$ cat config.mk
export PLATFORM = sky130hd
export DESIGN_NAME = qafr_cordic_cell
export DESIGN_NICKNAME = d
export VERILOG_FILES = /design/src/design/qafr_pkg.sv /design/src/design/qafr_cordic_cell.sv
export SDC_FILE = /design/constraint.sdc
export NUM_CORES = 1
export LEC_CHECK = 0
export BUFFER_PORTS_ARGS = -buffer_cell sky130_fd_sc_hd__buf_4
export CAP_MARGIN = 20
export CORE_MARGIN = 3
export CORE_UTILIZATION = 51
export DETAILED_ROUTE_END_ITERATION = 10
export GPL_TIMING_DRIVEN = 1
export PLACE_DENSITY = 0.84
export SLEW_MARGIN = 20
export SYNTH_ARGS = -nofsm -noshare
export SYNTH_HDL_FRONTEND = slang
export SYNTH_SLANG_ARGS = --single-unit
$ cat constraint.sdc
create_clock -name clock -period 5.1 [get_ports clock]
set_input_delay 0.765 -clock clock [delete_from_list [all_inputs] [get_ports clock]]
set_output_delay 0.765 -clock clock [all_outputs]
set_load 0.01 [all_outputs]
$ cat src/design/qafr_pkg.sv
// Package for the quaternion attitude and frame rotation block.
// Holds widths, constants, the arctangent table, lane types and helpers.
// Depends on nothing; the top level, the square root cell and the CORDIC cell use it.
package qafr_pkg;

   localparam int ANGLE_STEPS_DEFAULT = 24;
   localparam int GRAVITY_W = 22;
   localparam logic [GRAVITY_W-1:0] GRAVITY_RESET = 22'd642690;
   localparam int CSR_ADDR_W = 3;
   localparam logic CSR_IDX_GRAVITY = 1'b0;

   localparam int LANE_W = 38;
   localparam int ZW = 28;
   localparam int SUM_W = 40;
   localparam int SQRT_STEPS = 31;
   localparam int REM_W = 61;
   localparam int ROOT_W = 62;

   localparam logic signed [SUM_W-1:0] ONE_Q30 = 40'sd1073741824;
   localparam logic signed [ZW-1:0] DEG90 = 28'sd5898240;
   localparam logic signed [ZW-1:0] DEG180 = 28'sd11796480;

   localparam logic [23:0] ATAN_TAB [32] = '{
      24'd2949120, 24'd1740967, 24'd919879, 24'd466945, 24'd234379, 24'd117304,
      24'd58666, 24'd29335, 24'd14668, 24'd7334, 24'd3667, 24'd1833, 24'd917,
      24'd458, 24'd229, 24'd115, 24'd57, 24'd29, 24'd14, 24'd7, 24'd4, 24'd2,
      24'd1, 24'd0, 24'd0, 24'd0, 24'd0, 24'd0, 24'd0, 24'd0, 24'd0, 24'd0
   };

   typedef logic signed [31:0] word_type;
   typedef logic signed [33:0] prod_type;
   typedef logic signed [SUM_W-1:0] wide_type;

   typedef struct packed {
      logic signed [LANE_W-1:0] x;
      logic signed [LANE_W-1:0] y;
      logic signed [ZW-1:0]     z;
   } cordic_lane_type;

   typedef struct packed {
      logic [REM_W-1:0]  v;
      logic [ROOT_W-1:0] res;
   } sqrt_lane_type;

   typedef struct packed {
      logic signed [LANE_W-1:0] roll_y;
      logic signed [LANE_W-1:0] roll_x;
      logic signed [LANE_W-1:0] yaw_y;
      logic signed [LANE_W-1:0] yaw_x;
      logic signed [LANE_W-1:0] pitch_s;
      logic                     sat_hi;
      logic                     sat_lo;
   } angle_ops_type;

   typedef struct packed {
      logic zero_roll;
      logic zero_yaw;
      logic zero_pitch;
      logic sat_hi;
      logic sat_lo;
   } angle_flags_type;

   // Signed Q30 product, rounded toward minus infinity.
   function automatic prod_type mul_q30(input word_type a, input word_type b);
      logic signed [63:0] full;
      full = a * b;
      return full[63:30];
   endfunction

   function automatic word_type sat32(input wide_type v);
      if (v[SUM_W-1:31] == {(SUM_W-31){v[31]}}) begin
         return v[31:0];
      end
      return v[SUM_W-1] ? 32'sh80000000 : 32'sh7fffffff;
   endfunction

   function automatic logic signed [ZW-1:0] clamp_angle(input logic signed [ZW-1:0] z,
                                                        input logic signed [ZW-1:0] lim);
      if (z > lim) begin
         return lim;
      end
      if (z < -lim) begin
         return -lim;
      end
      return z;
   endfunction

endpackage

$ cat src/design/qafr_cordic_cell.sv
// One vectoring CORDIC iteration with its fixed shift and angle constant.
// Depends on qafr_pkg for the lane type and the arctangent table.
module qafr_cordic_cell #(
   parameter int STEP = 0
) (
   input  logic                      clock,
   input  logic                      enable,
   input  qafr_pkg::cordic_lane_type prev_lane,
   output qafr_pkg::cordic_lane_type next_lane
);

   localparam logic signed [qafr_pkg::ZW-1:0] ANGLE =
      qafr_pkg::ZW'(qafr_pkg::ATAN_TAB[STEP]);

   qafr_pkg::cordic_lane_type lane_in;
   qafr_pkg::cordic_lane_type lane_ff;
   logic signed [qafr_pkg::LANE_W-1:0] xs;
   logic signed [qafr_pkg::LANE_W-1:0] ys;

   always_comb begin
      xs = prev_lane.x >>> STEP;
      ys = prev_lane.y >>> STEP;
      if (prev_lane.y > 0) begin
         lane_in.x = prev_lane.x + ys;
         lane_in.y = prev_lane.y - xs;
         lane_in.z = prev_lane.z + ANGLE;
      end else begin
         lane_in.x = prev_lane.x - ys;
         lane_in.y = prev_lane.y + xs;
         lane_in.z = prev_lane.z - ANGLE;
      end
   end

   always_ff @(posedge clock) begin
      if (enable) begin
         lane_ff <= lane_in;
      end
   end

   assign next_lane = lane_ff;

endmodule

# == Word level (Yosys, flattened, before mapping) ==
# Index checks and enable logic that the tools add are counted.
# W data, S select, Z words.
# word_totals
ff_bits,104
out_inout_bits,104
# op_classes
add_sub_neg,5
n_lt_le_gt_ge,1
mux,1
# op_table
op,count
$mux W104,1
$sub A38 B38 Y38,2
$add A38 B38 Y38,1
$gt A38 B1 Y1 const B,1
$add A28 B23 Y28 const B,1
$sub A28 B23 Y28 const B,1

# == Logic depth before layout (Yosys ltp) ==
# depth
ltp_word,2
ltp_mapped,17
ltp_nobuf,15

# == Least setup slack after synthesis ==
# Ideal clock, no wire load.
# synth_timing
path_kind,input to register
startpoint,input port prev_lane[52] (netlist name)
endpoint,"register lane_ff (netlist bit next_lane[25]), data pin"
t_arrival_ns,4.051
t_required_ns,4.842
slack_ns,0.792
stages,17
path_buffers,3
cell_sequence,nor4_1 -> nand4_1 -> nor3_1 -> or2_2 -> clkbuf_1 -> buf_2 -> buf_1 -> ha_1 -> a21o_1 -> a21oi_1 -> nor2b_1 -> o21a_1 -> o311a_1 -> o21a_1 -> o21ai_0 -> nor2b_1 -> xnor2_1
# synth_lines
element,line,text
"start, declared",qafr_cordic_cell.sv:8,"input qafr_pkg::cordic_lane_type prev_lane,"
"end signal, assigned",qafr_cordic_cell.sv:36,lane_ff <= lane_in;
"end, declared",qafr_cordic_cell.sv:16,qafr_pkg::cordic_lane_type lane_ff;

==> flow_summary.ini <==
[synthesis]
synth-xor-area-share_pct = 7.21
synth_common_cells = a21oi_1 (147), ha_1 (121), inv_1 (112)
syn_area_per_cell_um2 = 8.62
synth_edf_count = 103
ys_types = 79
synth_top_family_by_area = compound AO/OA/AOI/OAI gates
synth_mux_area_share_pct = 1.77
synth_most_common_cell = a21oi_1
yosys-top-cells-area = edfxtp_1 (30%), ha_1 (15%), a21oi_1 (7.2%)
syn_nets = 1415
ys_seq_area_share_pct = 30.3
synth_area_um2 = 10200
synthFlopType = edfxtp_1
netlist_instances = 1184
synthAdderAreaFrac_pct = 15.6
synth.largest_area_cell = edfxtp_1
synth_simple_gate_area_share_pct = 13.3
synth_compound_gate_area_share_pct = 24.9
synth_seq_cells = 103
synth_top_area_share_pct = 30.3
ys_async_sr_fraction_pct = 0
synth_warnings = 0

[cells_and_area]
largest_register_ffs = 103
layout.nets = 1592
fin_cells = 1631
syn_to_final_growth_pct = 19.6
design_area_um2 = 12200
final_util_pct = 62.3
layout-drive-gt1-share_pct = 19.0
antennaDiodeCount = 0

[critical_path]
path_cells = buf_4, nor4_1, nand4_1, nor3_1, or2_2, inv_2, buf_4, ha_1, a21oi_1, o21bai_1, a21oi_1, o21bai_1, a21oi_1, o21bai_1, a21oi_1, xnor2_1
slowest_stage = nor4_1
critPathKind = input pin to flip-flop
endpoint_kind = flip-flop
max_stage_delay_ns = 0.63
cpMostUsedCell = a21oi_1
crit_buf_inv = 3
critPathArrivalTime_ns = 4.19
crit_family = simple AND/OR/NAND/NOR gates
required_ns = 5.20
start_kind = input pin
cp_max_fo = 22

[clock_network]
clockBufferDepth = 2
cts_resized = 0
clockRootBuffer = clkbuf_16
clkTransAtPathRegs_ns = 0.08
cts_setup_buffers = 0
cts_buffers = 9
htreeDepth = 3
cts_hold_buf = 0
cts_tree = done
cts.sinks = 103

[placed_design]
placedCellCount = 1615
place_area_um2 = 11900
portBuffers = 209
routabilityCongestion = 0.982
dp_slack_ns = 0.737
dpl.hpwl_um = 24600

[sta]
worst_pin_slew_ns = 0.981
relSlewSlack_pct = 34.6
final-setup-viol-count = 0
layout_setup_ws_ns = 1.01
slew_viol_final = 0
hold_viol_final = 0
rsz0062_at_grt = false
period_needed_ns = 4.09
whs_ns = 0.582
fin_setup_tns_ns = 0
period_share_pct = 80.1
max_freq_ghz = 0.245

[status]
outcome = completed

[grt]
grt_usage_pct = 27.8
grt.overflow.total = 0
antenna_found_initial = 0
grt_max_degree = 73
grt_pass1_vias = 9121
grt_pass1_wl_um = 48700

[floorplan]
pin_count = 210
die_w_um = 147
rows = 51
dieHeight_um = 147
dieArea_um2 = 21700
start_util_pct = 52.1
coreArea_um2 = 19600

[pwr]
swShare_pct = 36.6
switchingPower_mw = 1.16
ir_drop_mv = 0.136
total_power_mw = 3.16
combPwrFrac_pct = 41.3
leakage_nw = 5.42
power_density_nw_per_um2 = 259
p_seq_share_pct = 36.4
power_frac_clock_pct = 22.2
intPower_mw = 2.01

[routing]
viasPerCell = 6.03
drt_iter0_drc = 1244
route.detailed.drc = 0
dr.pass1.iters = 6
wl_per_cell_um = 19.4
ant_nets = 0
num_vias = 9842
wl_um = 31600

[worst_hold_path]
min_from = prev_lane[0]
min_to = next_lane[0]
hold_path_depth = 1
min_path_type = input pin to flip-flop

[run]
drv_cap = 0
[cells by family after synthesis]
kind of cell             count (synthesis)
AO/OA/AOI/OAI                          398
AND/OR/NAND/NOR                        283
buffers and inverters                  173
adder cells (fa/ha/maj)                125
flip-flops                             103
XOR/XNOR                                84
multiplexers                            18
[how the worst max path moves through the flow]
stage / from / to / slack, ns / cells after the start
2_1_floorplan: prev_lane[52] / next_lane[25] / 0.79 / 17
3_3_place_gp: prev_lane[39] / next_lane[25] / 0.80 / 15
3_5_place_dp: prev_lane[39] / next_lane[26] / 0.74 / 16
4_1_cts: prev_lane[39] / next_lane[26] / 1.11 / 16
5_1_grt: prev_lane[39] / next_lane[26] / 0.81 / 16
6_report: prev_lane[39] / next_lane[26] / 1.01 / 16
[power by group through the flow]
stage | Clock, mW | Sequential [mW] | Combinational [mW]
floorplan | 0 | 1.24 | 0.703
global placement | 0 | 1.17 | 1.26
detailed placement | 0 | 1.17 | 1.28
CTS | 0.712 | 1.15 | 1.29
global route | 0.743 | 1.17 | 1.41
finish | 0.704 | 1.15 | 1.31
[placed cells by master, fill, tap and decap left out, types with 4 or more instances in the layout]
master       n
a2111oi_0    6
a211oi_1    16
a21o_1      35
a21oi_1    147
a221oi_1     7
a31oi_1      8
and2_1       5
buf_4      218
clkbuf_16    9
clkinv_1     6
edfxtp_1   103
fa_1         4
ha_1       121
inv_1      112
mux2i_1     18
nand2_1     60
nand2b_1    12
nand3_1     15
nand4_1     13
nor2_1      99
nor2b_1     10
nor3_1      24
nor4_1      15
o2111ai_1    4
o211ai_1     6
o21a_1      12
o21ai_0     71
o21ai_1      4
o21bai_1    24
o22ai_1      4
o311a_1      4
o311ai_0     4
or2_2        8
or4_1        5
xnor2_1     74
xor2_1      10
[area by class of cell]
type                       instances  area [um2]
fill                            1653        7380
timing repair buffer             218        1640
multi-input combinational        908        6400
tap                              265         332
inverter                         121         454
clock inverter                     7        63.8
sequential                       103        3090
clock buffer                       9         225
[metal layers]
layer / GRT usage, % / part of all wire, % / up-vias
met3: 3.53 / 9.1 / 78
met2: 45.9 / 46 / 591
met5: 0 / 0 / -
li1: - / - / 4614
met1: 38.1 / 41 / 4559
met4: 9.37 / 3.2 / 0
No activity file was read; power rests on OpenSTA's default activity.
