--- config.mk ---
export PLATFORM = sky130hd
export DESIGN_NAME = qafr_sqrt_cell
export DESIGN_NICKNAME = d
export VERILOG_FILES = /design/src/design/qafr_pkg.sv /design/src/design/qafr_sqrt_cell.sv
export SDC_FILE = /design/constraint.sdc
export NUM_CORES = 1
export LEC_CHECK = 0
export CAP_MARGIN = 10
export CELL_PAD_IN_SITES_DETAIL_PLACEMENT = 1
export CELL_PAD_IN_SITES_GLOBAL_PLACEMENT = 1
export CORE_MARGIN = 3
export CORE_UTILIZATION = 48
export CTS_BUF_LIST = sky130_fd_sc_hd__clkbuf_16
export CTS_CLUSTER_DIAMETER = 200
export DETAILED_ROUTE_END_ITERATION = 7
export DONT_BUFFER_PORTS = 1
export GPL_ROUTABILITY_DRIVEN = 0
export GPL_TIMING_DRIVEN = 1
export PLACE_DENSITY_LB_ADDON = 0.1
export SLEW_MARGIN = 40
export SYNTH_ARGS = -nofsm -noshare
export SYNTH_HDL_FRONTEND = slang
export SYNTH_SLANG_ARGS = --single-unit
--- constraint.sdc ---
create_clock -name clock -period 4.11 [get_ports clock]
set_input_delay 0.6165 -clock clock [delete_from_list [all_inputs] [get_ports clock]]
set_output_delay 0.6165 -clock clock [all_outputs]
set_load 0.02 [all_outputs]
--- src/design/qafr_pkg.sv ---
// Package for the quaternion attitude and frame rotation block.
// Holds widths, constants, the arctangent table, lane types and helpers.
// Depends on nothing; the top level, the square root cell and the CORDIC cell use it.
package qafr_pkg;

   localparam int ANGLE_STEPS_DEFAULT = 24;
   localparam int GRAVITY_W = 22;
   localparam logic [GRAVITY_W-1:0] GRAVITY_RESET = 22'd642690;
   localparam int CSR_ADDR_W = 3;
   localparam logic CSR_IDX_GRAVITY = 1'b0;

   localparam int LANE_W = 38;
   localparam int ZW = 28;
   localparam int SUM_W = 40;
   localparam int SQRT_STEPS = 31;
   localparam int REM_W = 61;
   localparam int ROOT_W = 62;

   localparam logic signed [SUM_W-1:0] ONE_Q30 = 40'sd1073741824;
   localparam logic signed [ZW-1:0] DEG90 = 28'sd5898240;
   localparam logic signed [ZW-1:0] DEG180 = 28'sd11796480;

   localparam logic [23:0] ATAN_TAB [32] = '{
      24'd2949120, 24'd1740967, 24'd919879, 24'd466945, 24'd234379, 24'd117304,
      24'd58666, 24'd29335, 24'd14668, 24'd7334, 24'd3667, 24'd1833, 24'd917,
      24'd458, 24'd229, 24'd115, 24'd57, 24'd29, 24'd14, 24'd7, 24'd4, 24'd2,
      24'd1, 24'd0, 24'd0, 24'd0, 24'd0, 24'd0, 24'd0, 24'd0, 24'd0, 24'd0
   };

   typedef logic signed [31:0] word_type;
   typedef logic signed [33:0] prod_type;
   typedef logic signed [SUM_W-1:0] wide_type;

   typedef struct packed {
      logic signed [LANE_W-1:0] x;
      logic signed [LANE_W-1:0] y;
      logic signed [ZW-1:0]     z;
   } cordic_lane_type;

   typedef struct packed {
      logic [REM_W-1:0]  v;
      logic [ROOT_W-1:0] res;
   } sqrt_lane_type;

   typedef struct packed {
      logic signed [LANE_W-1:0] roll_y;
      logic signed [LANE_W-1:0] roll_x;
      logic signed [LANE_W-1:0] yaw_y;
      logic signed [LANE_W-1:0] yaw_x;
      logic signed [LANE_W-1:0] pitch_s;
      logic                     sat_hi;
      logic                     sat_lo;
   } angle_ops_type;

   typedef struct packed {
      logic zero_roll;
      logic zero_yaw;
      logic zero_pitch;
      logic sat_hi;
      logic sat_lo;
   } angle_flags_type;

   // Signed Q30 product, rounded toward minus infinity.
   function automatic prod_type mul_q30(input word_type a, input word_type b);
      logic signed [63:0] full;
      full = a * b;
      return full[63:30];
   endfunction

   function automatic word_type sat32(input wide_type v);
      if (v[SUM_W-1:31] == {(SUM_W-31){v[31]}}) begin
         return v[31:0];
      end
      return v[SUM_W-1] ? 32'sh80000000 : 32'sh7fffffff;
   endfunction

   function automatic logic signed [ZW-1:0] clamp_angle(input logic signed [ZW-1:0] z,
                                                        input logic signed [ZW-1:0] lim);
      if (z > lim) begin
         return lim;
      end
      if (z < -lim) begin
         return -lim;
      end
      return z;
   endfunction

endpackage

--- src/design/qafr_sqrt_cell.sv ---
// One cell of the integer square root chain: settles one result bit.
// Depends on qafr_pkg for the lane type and widths.
module qafr_sqrt_cell #(
   parameter int STEP = 0
) (
   input  logic                    clock,
   input  logic                    enable,
   input  qafr_pkg::sqrt_lane_type prev_lane,
   output qafr_pkg::sqrt_lane_type next_lane
);

   localparam logic [qafr_pkg::ROOT_W-1:0] BIT_VAL =
      qafr_pkg::ROOT_W'(1) << (2 * (qafr_pkg::SQRT_STEPS - 1 - STEP));

   qafr_pkg::sqrt_lane_type lane_in;
   qafr_pkg::sqrt_lane_type lane_ff;
   logic [qafr_pkg::ROOT_W-1:0] trial;

   always_comb begin
      trial = prev_lane.res + BIT_VAL;
      if ({1'b0, prev_lane.v} >= trial) begin
         lane_in.v   = prev_lane.v - trial[qafr_pkg::REM_W-1:0];
         lane_in.res = (prev_lane.res >> 1) + BIT_VAL;
      end else begin
         lane_in.v   = prev_lane.v;
         lane_in.res = prev_lane.res >> 1;
      end
   end

   always_ff @(posedge clock) begin
      if (enable) begin
         lane_ff <= lane_in;
      end
   end

   assign next_lane = lane_ff;

endmodule

# After elaboration in Yosys (flattened, before gate mapping)
# Index checks and enable logic that the tools add are counted.
word_totals:
  ff_bits: 123
  in_bits: 125
  out_inout_bits: 123
  word_cells: 8
op_classes:
  addsub: 3
  magnitude_cmp: 1
  mux: 1
op_table:
  columns: ["operator", "n"]
  rows:
  - ["two-way mux 123 bit", 1]
  - ["adder 61 x 61 -> 62 bit, second input constant", 1]
  - ["adder 62 x 61 -> 62 bit, second input constant", 1]
  - ["greater-or-equal comparator 61 x 62 -> 1 bit", 1]
  - ["subtractor 61 bit", 1]

# Logic depth before layout (Yosys ltp)
logic_depth:
  word_depth: 3
  depth_mapped: 15
  ltp_nobuf: 13

# Least setup slack after synthesis
# Ideal clock, no wire load.
synth_path:
  path_kind: "input -> register"
  from: "input prev_lane[23] (netlist name)"
  to: "register lane_ff, in the netlist next_lane[109], data pin"
  setup_time_ns: 0.260
  arrival_time_ns: 3.280
  t_required_ns: 3.850
  setup_slack_ns: 0.570
  cell_stages: 13
  cell_sequence: "inv_1 ha_1 clkbuf_1 nand4_1 or4_1 or3_4 nor4_2 nor3_1 a21oi_2 a21o_1 buf_6 buf_8 mux2_2"
synth_lines:
  columns: ["element", "line_no", "text"]
  rows:
  - ["start: declaration", "qafr_sqrt_cell.sv:8", "input qafr_pkg::sqrt_lane_type prev_lane,"]
  - ["end signal: assignment", "qafr_sqrt_cell.sv:32", "lane_ff <= lane_in;"]
  - ["end: declaration", "qafr_sqrt_cell.sv:16", "qafr_pkg::sqrt_lane_type lane_ff;"]

==> metrics.md <==
| Metric | Value |
|---|---|
| Outcome | `completed` |
| Hold crit path type | `in2reg` |
| Netlist cell types | `a little over 60` |
| Worst vdd ir | `0.2890 mV` |
| WL final | `24980 um` |
| Synth Area in Simple Gates | `0.1440` |
| Final Util | `0.5499` |
| Comb power frac | `0.201` |
| FILL cells | `around 1900` |
| Die Wd | `137.5 um` |
| P_sw | `1.322 mW` |
| Commonest non-fill, non-tap cell in the layout | `a21oi_1` |
| GRT overflow | `0` |
| Synth-to-layout area growth | `10.97%` |
| Finish-stage setup viols | `0` |
| Unrepaired setup endpoints after global routing | `no` |
| CTS max path bufs | `2` |
| Postcts setup bufs | `0` |
| I/O pins | `approximately 250` |
| Initial Util | `0.4956` |
| Post-Synth Adder-Cell Area | `0.09431` |
| Largest register FFs | `123` |
| DR iter-0 viols | `411` |
| MaxCap Viol Count | `0` |
| Layout cell share with drive strength beyond 1 | `0.07982` |
| Final HPWL DP | `roughly 19000 um` |
| Cts hold-fix bufs | `0` |
| Synth area leader | `edfxtp_1` |
| CORE AREA | `16760 um2` |
| Fin nets | `between 1000 and 1500` |
| Largest net degree at the start of global routing | `between 100 and 150` |
| Ys flop type | `edfxtp_1` |
| Share of total power in sequential cells | `0.418` |
| Slew Viols, Final | `0` |
| Synth Area in XOR/XNOR | `0.05905` |
| #FFs+latches synth | `between 100 and 150` |
| Antenna violations before repair | `1` |
| WL/cell | `22.24 um` |
| CTS clk-pin slew, worst paths | `60 ps` |
| Final antenna-violating net count | `0` |
| Max incr delay on CP | `610 ps` |
| CTS H-tree depth | `4` |
| Vias in the first global route | `approximately 7300` |
| Crit path DAT | `3880 ps` |
| Port bufs | `0` |
| Die Ht | `137.5 um` |
| Maximum clock frequency | `268.7 MHz` |
| Slowest CP cell | `or4b_1` |
| Post-synth top area share | `0.4447` |
| Critical Path Most Common Cell | `a21oi_1` |
| WS Path Type | `in2reg` |
| Remaining routing DRC violations | `0` |
| Clock power frac | `0.381` |
| Via/cell ratio | `6.096` |
| CTS-repair resized insts | `0` |
| Vias | `slightly below 7000` |
| Placement Rows | `47` |
| Netlist Area Pre-Place | `8305 um2` |
| Leak | `3.755 nW` |
| Post-synthesis mux area share | `0.008135` |
| DR pass1 iterations | `5` |
| Synth area leaders | `edfxtp_1 (44%), ha_1 (9.2%), a21oi_1 (7.7%), nor2_1 (4.7%), inv_1 (3.2%)` |
| Post-Synthesis Cells | `around 890` |
| CTS Sinks | `123` |
| CTS tree | `done` |
| Switching share of power | `0.3139` |
| Final worst path period need | `around 3700 ps` |
| EDFF count, synth | `123` |
| Critical Path RT | `about 4300 ps` |
| Syn nets | `1073` |
| Worst Path Max Fanout | `a little over 40` |
| Die area | `~19000 um2` |
| CP Capture Type | `flip-flop` |
| Compound-Gate Fraction of Synth Area | `0.1936` |
| Root Driver | `clkbuf_16` |
| Power after layout | `~4.2 mW` |
| Global-route wire length before repair | `38940 um` |
| Post-synth ARST share | `0` |
| Slew @ Worst Pin | `753.9 ps` |
| PwrDens | `roughly 460 nW/um2` |
| CTS buffer count | `17` |
| Total Routing Usage GR | `0.2643` |
| Fin. Hold Viols | `0` |
| Placed insts | `1090` |
| Warnings from Yosys | `0` |
| Largest family of logic cells by synthesized area | `compound AO/OA/AOI/OAI gates` |
| Finished Layout Cells | `roughly 1100` |
| Final worst path period share | `0.9054` |
| Seq/Total Area, Yosys | `0.4447` |
| Headroom to the max-slew limit | `0.4910` |
| Internal power | `approximately 2.9 mW` |
| Crit start category | `input pin` |
| Syn Area/Cell | `around 9.4 um2` |
| CP Cell Sequence | `inv_1 > ha_1 > and3_1 > nand2_1 > or4b_1 > a21oi_1 > nor3_1 > o31ai_1 > a21o_4 > buf_4 > a21oi_1` |
| Commonest cells after routing, fill and taps aside | `a21oi_1 (127), edfxtp_1 (123), nor2_1 (104)` |
cell families (layout without fill, tap and decap cells):
logic type | Yosys count | after routing
muxes | 6 | 6
buffers and inverters | 114 | 130
AOI/OAI and AO/OA | 267 | 267
other | 0 | 1
DFF | 123 | 123
adders and majority gates | 62 | 62
xor gates and xnor gates | 56 | 56
and+or+nand+nor | 258 | 258
power by group through the flow:
stage          combinational (mW)  sequential [mW]  clock (mW)
3_3_place_gp                0.793             1.79           0
2_1_floorplan               0.612             1.76           0
6_report                    0.844             1.76        1.61
4_1_cts                     0.838             1.77        1.63
3_5_place_dp                0.822             1.79           0
5_1_grt                     0.937             1.78        1.68
path summary, 6_finish.rpt:
kind,start,to,cells after the start
setup / recovery,prev_lane[16],next_lane[90],11
hold / removal,prev_lane[5],next_lane[4],0
metrics by stage:
| step | setup slack [ps] | hold WS [ps] | cell area, um2 | setup TNS (ps) |
|---|---|---|---|---|
| after global placement | 54.45 | 715.5 | 8591 | 0 |
| after detailed placement | -25.03 | 715.5 | 8591 | -35.66 |
| after floorplan | 570.0 | 715.4 | 8305 | 0 |
| after global routing | 124.6 | 258.5 | 9216 | 0 |
| final | 388.8 | 279.2 | 9216 | 0 |
| after CTS | 395.8 | 264.8 | 9214 | 0 |
cells in the mapped netlist, types with 3 or more instances:
master and n:
a21oi_1 127, edfxtp_1 123, nor2_1 104, inv_1 71
nand2_1 70, ha_1 61, o21ai_0 41, a21o_1 30
xnor2_1 30, clkbuf_1 27, xor2_1 26, nand4_1 20
buf_2 13, nand2b_1 12, a31oi_1 10, nand3_1 10
o21a_1 10, nor3_1 7, o211ai_1 7, o21bai_1 7
mux2_2 6, nor4_1 6, a211oi_1 5, o31ai_1 5
and3_1 4, a221oi_1 3, and2_1 3, nor2b_1 3
or3_1 3
critical path: cells and delay by family:
kind	cells	cell delay, ps
simple gates	4	1140
buf+inv	2	400
fa+ha+maj	1	410
compound gates	4	1280
cell type report:
type | instances | area [um2] | area share
clock inverter | 15 | 197.7 | 0.02145
antenna | 1 | 2.502 | 0.0002715
multi-input combinational | 649 | 4153 | 0.4506
tap | 220 | 275.3 | 0.02987
sequential | 123 | 3694 | 0.4008
clock buffer | 17 | 425.4 | 0.04616
inverter | 71 | 266.5 | 0.02892
timing repair buffer | 27 | 202.7 | 0.02199
layer usage:
layer / track usage / share of wire
met4: 0.1025 / 0.025
met3: 0.08510 / 0.084
met1: 0.3251 / 0.41
met2: 0.4314 / 0.48
met5: 0 / 0
No activity file was read; power rests on OpenSTA's default activity.
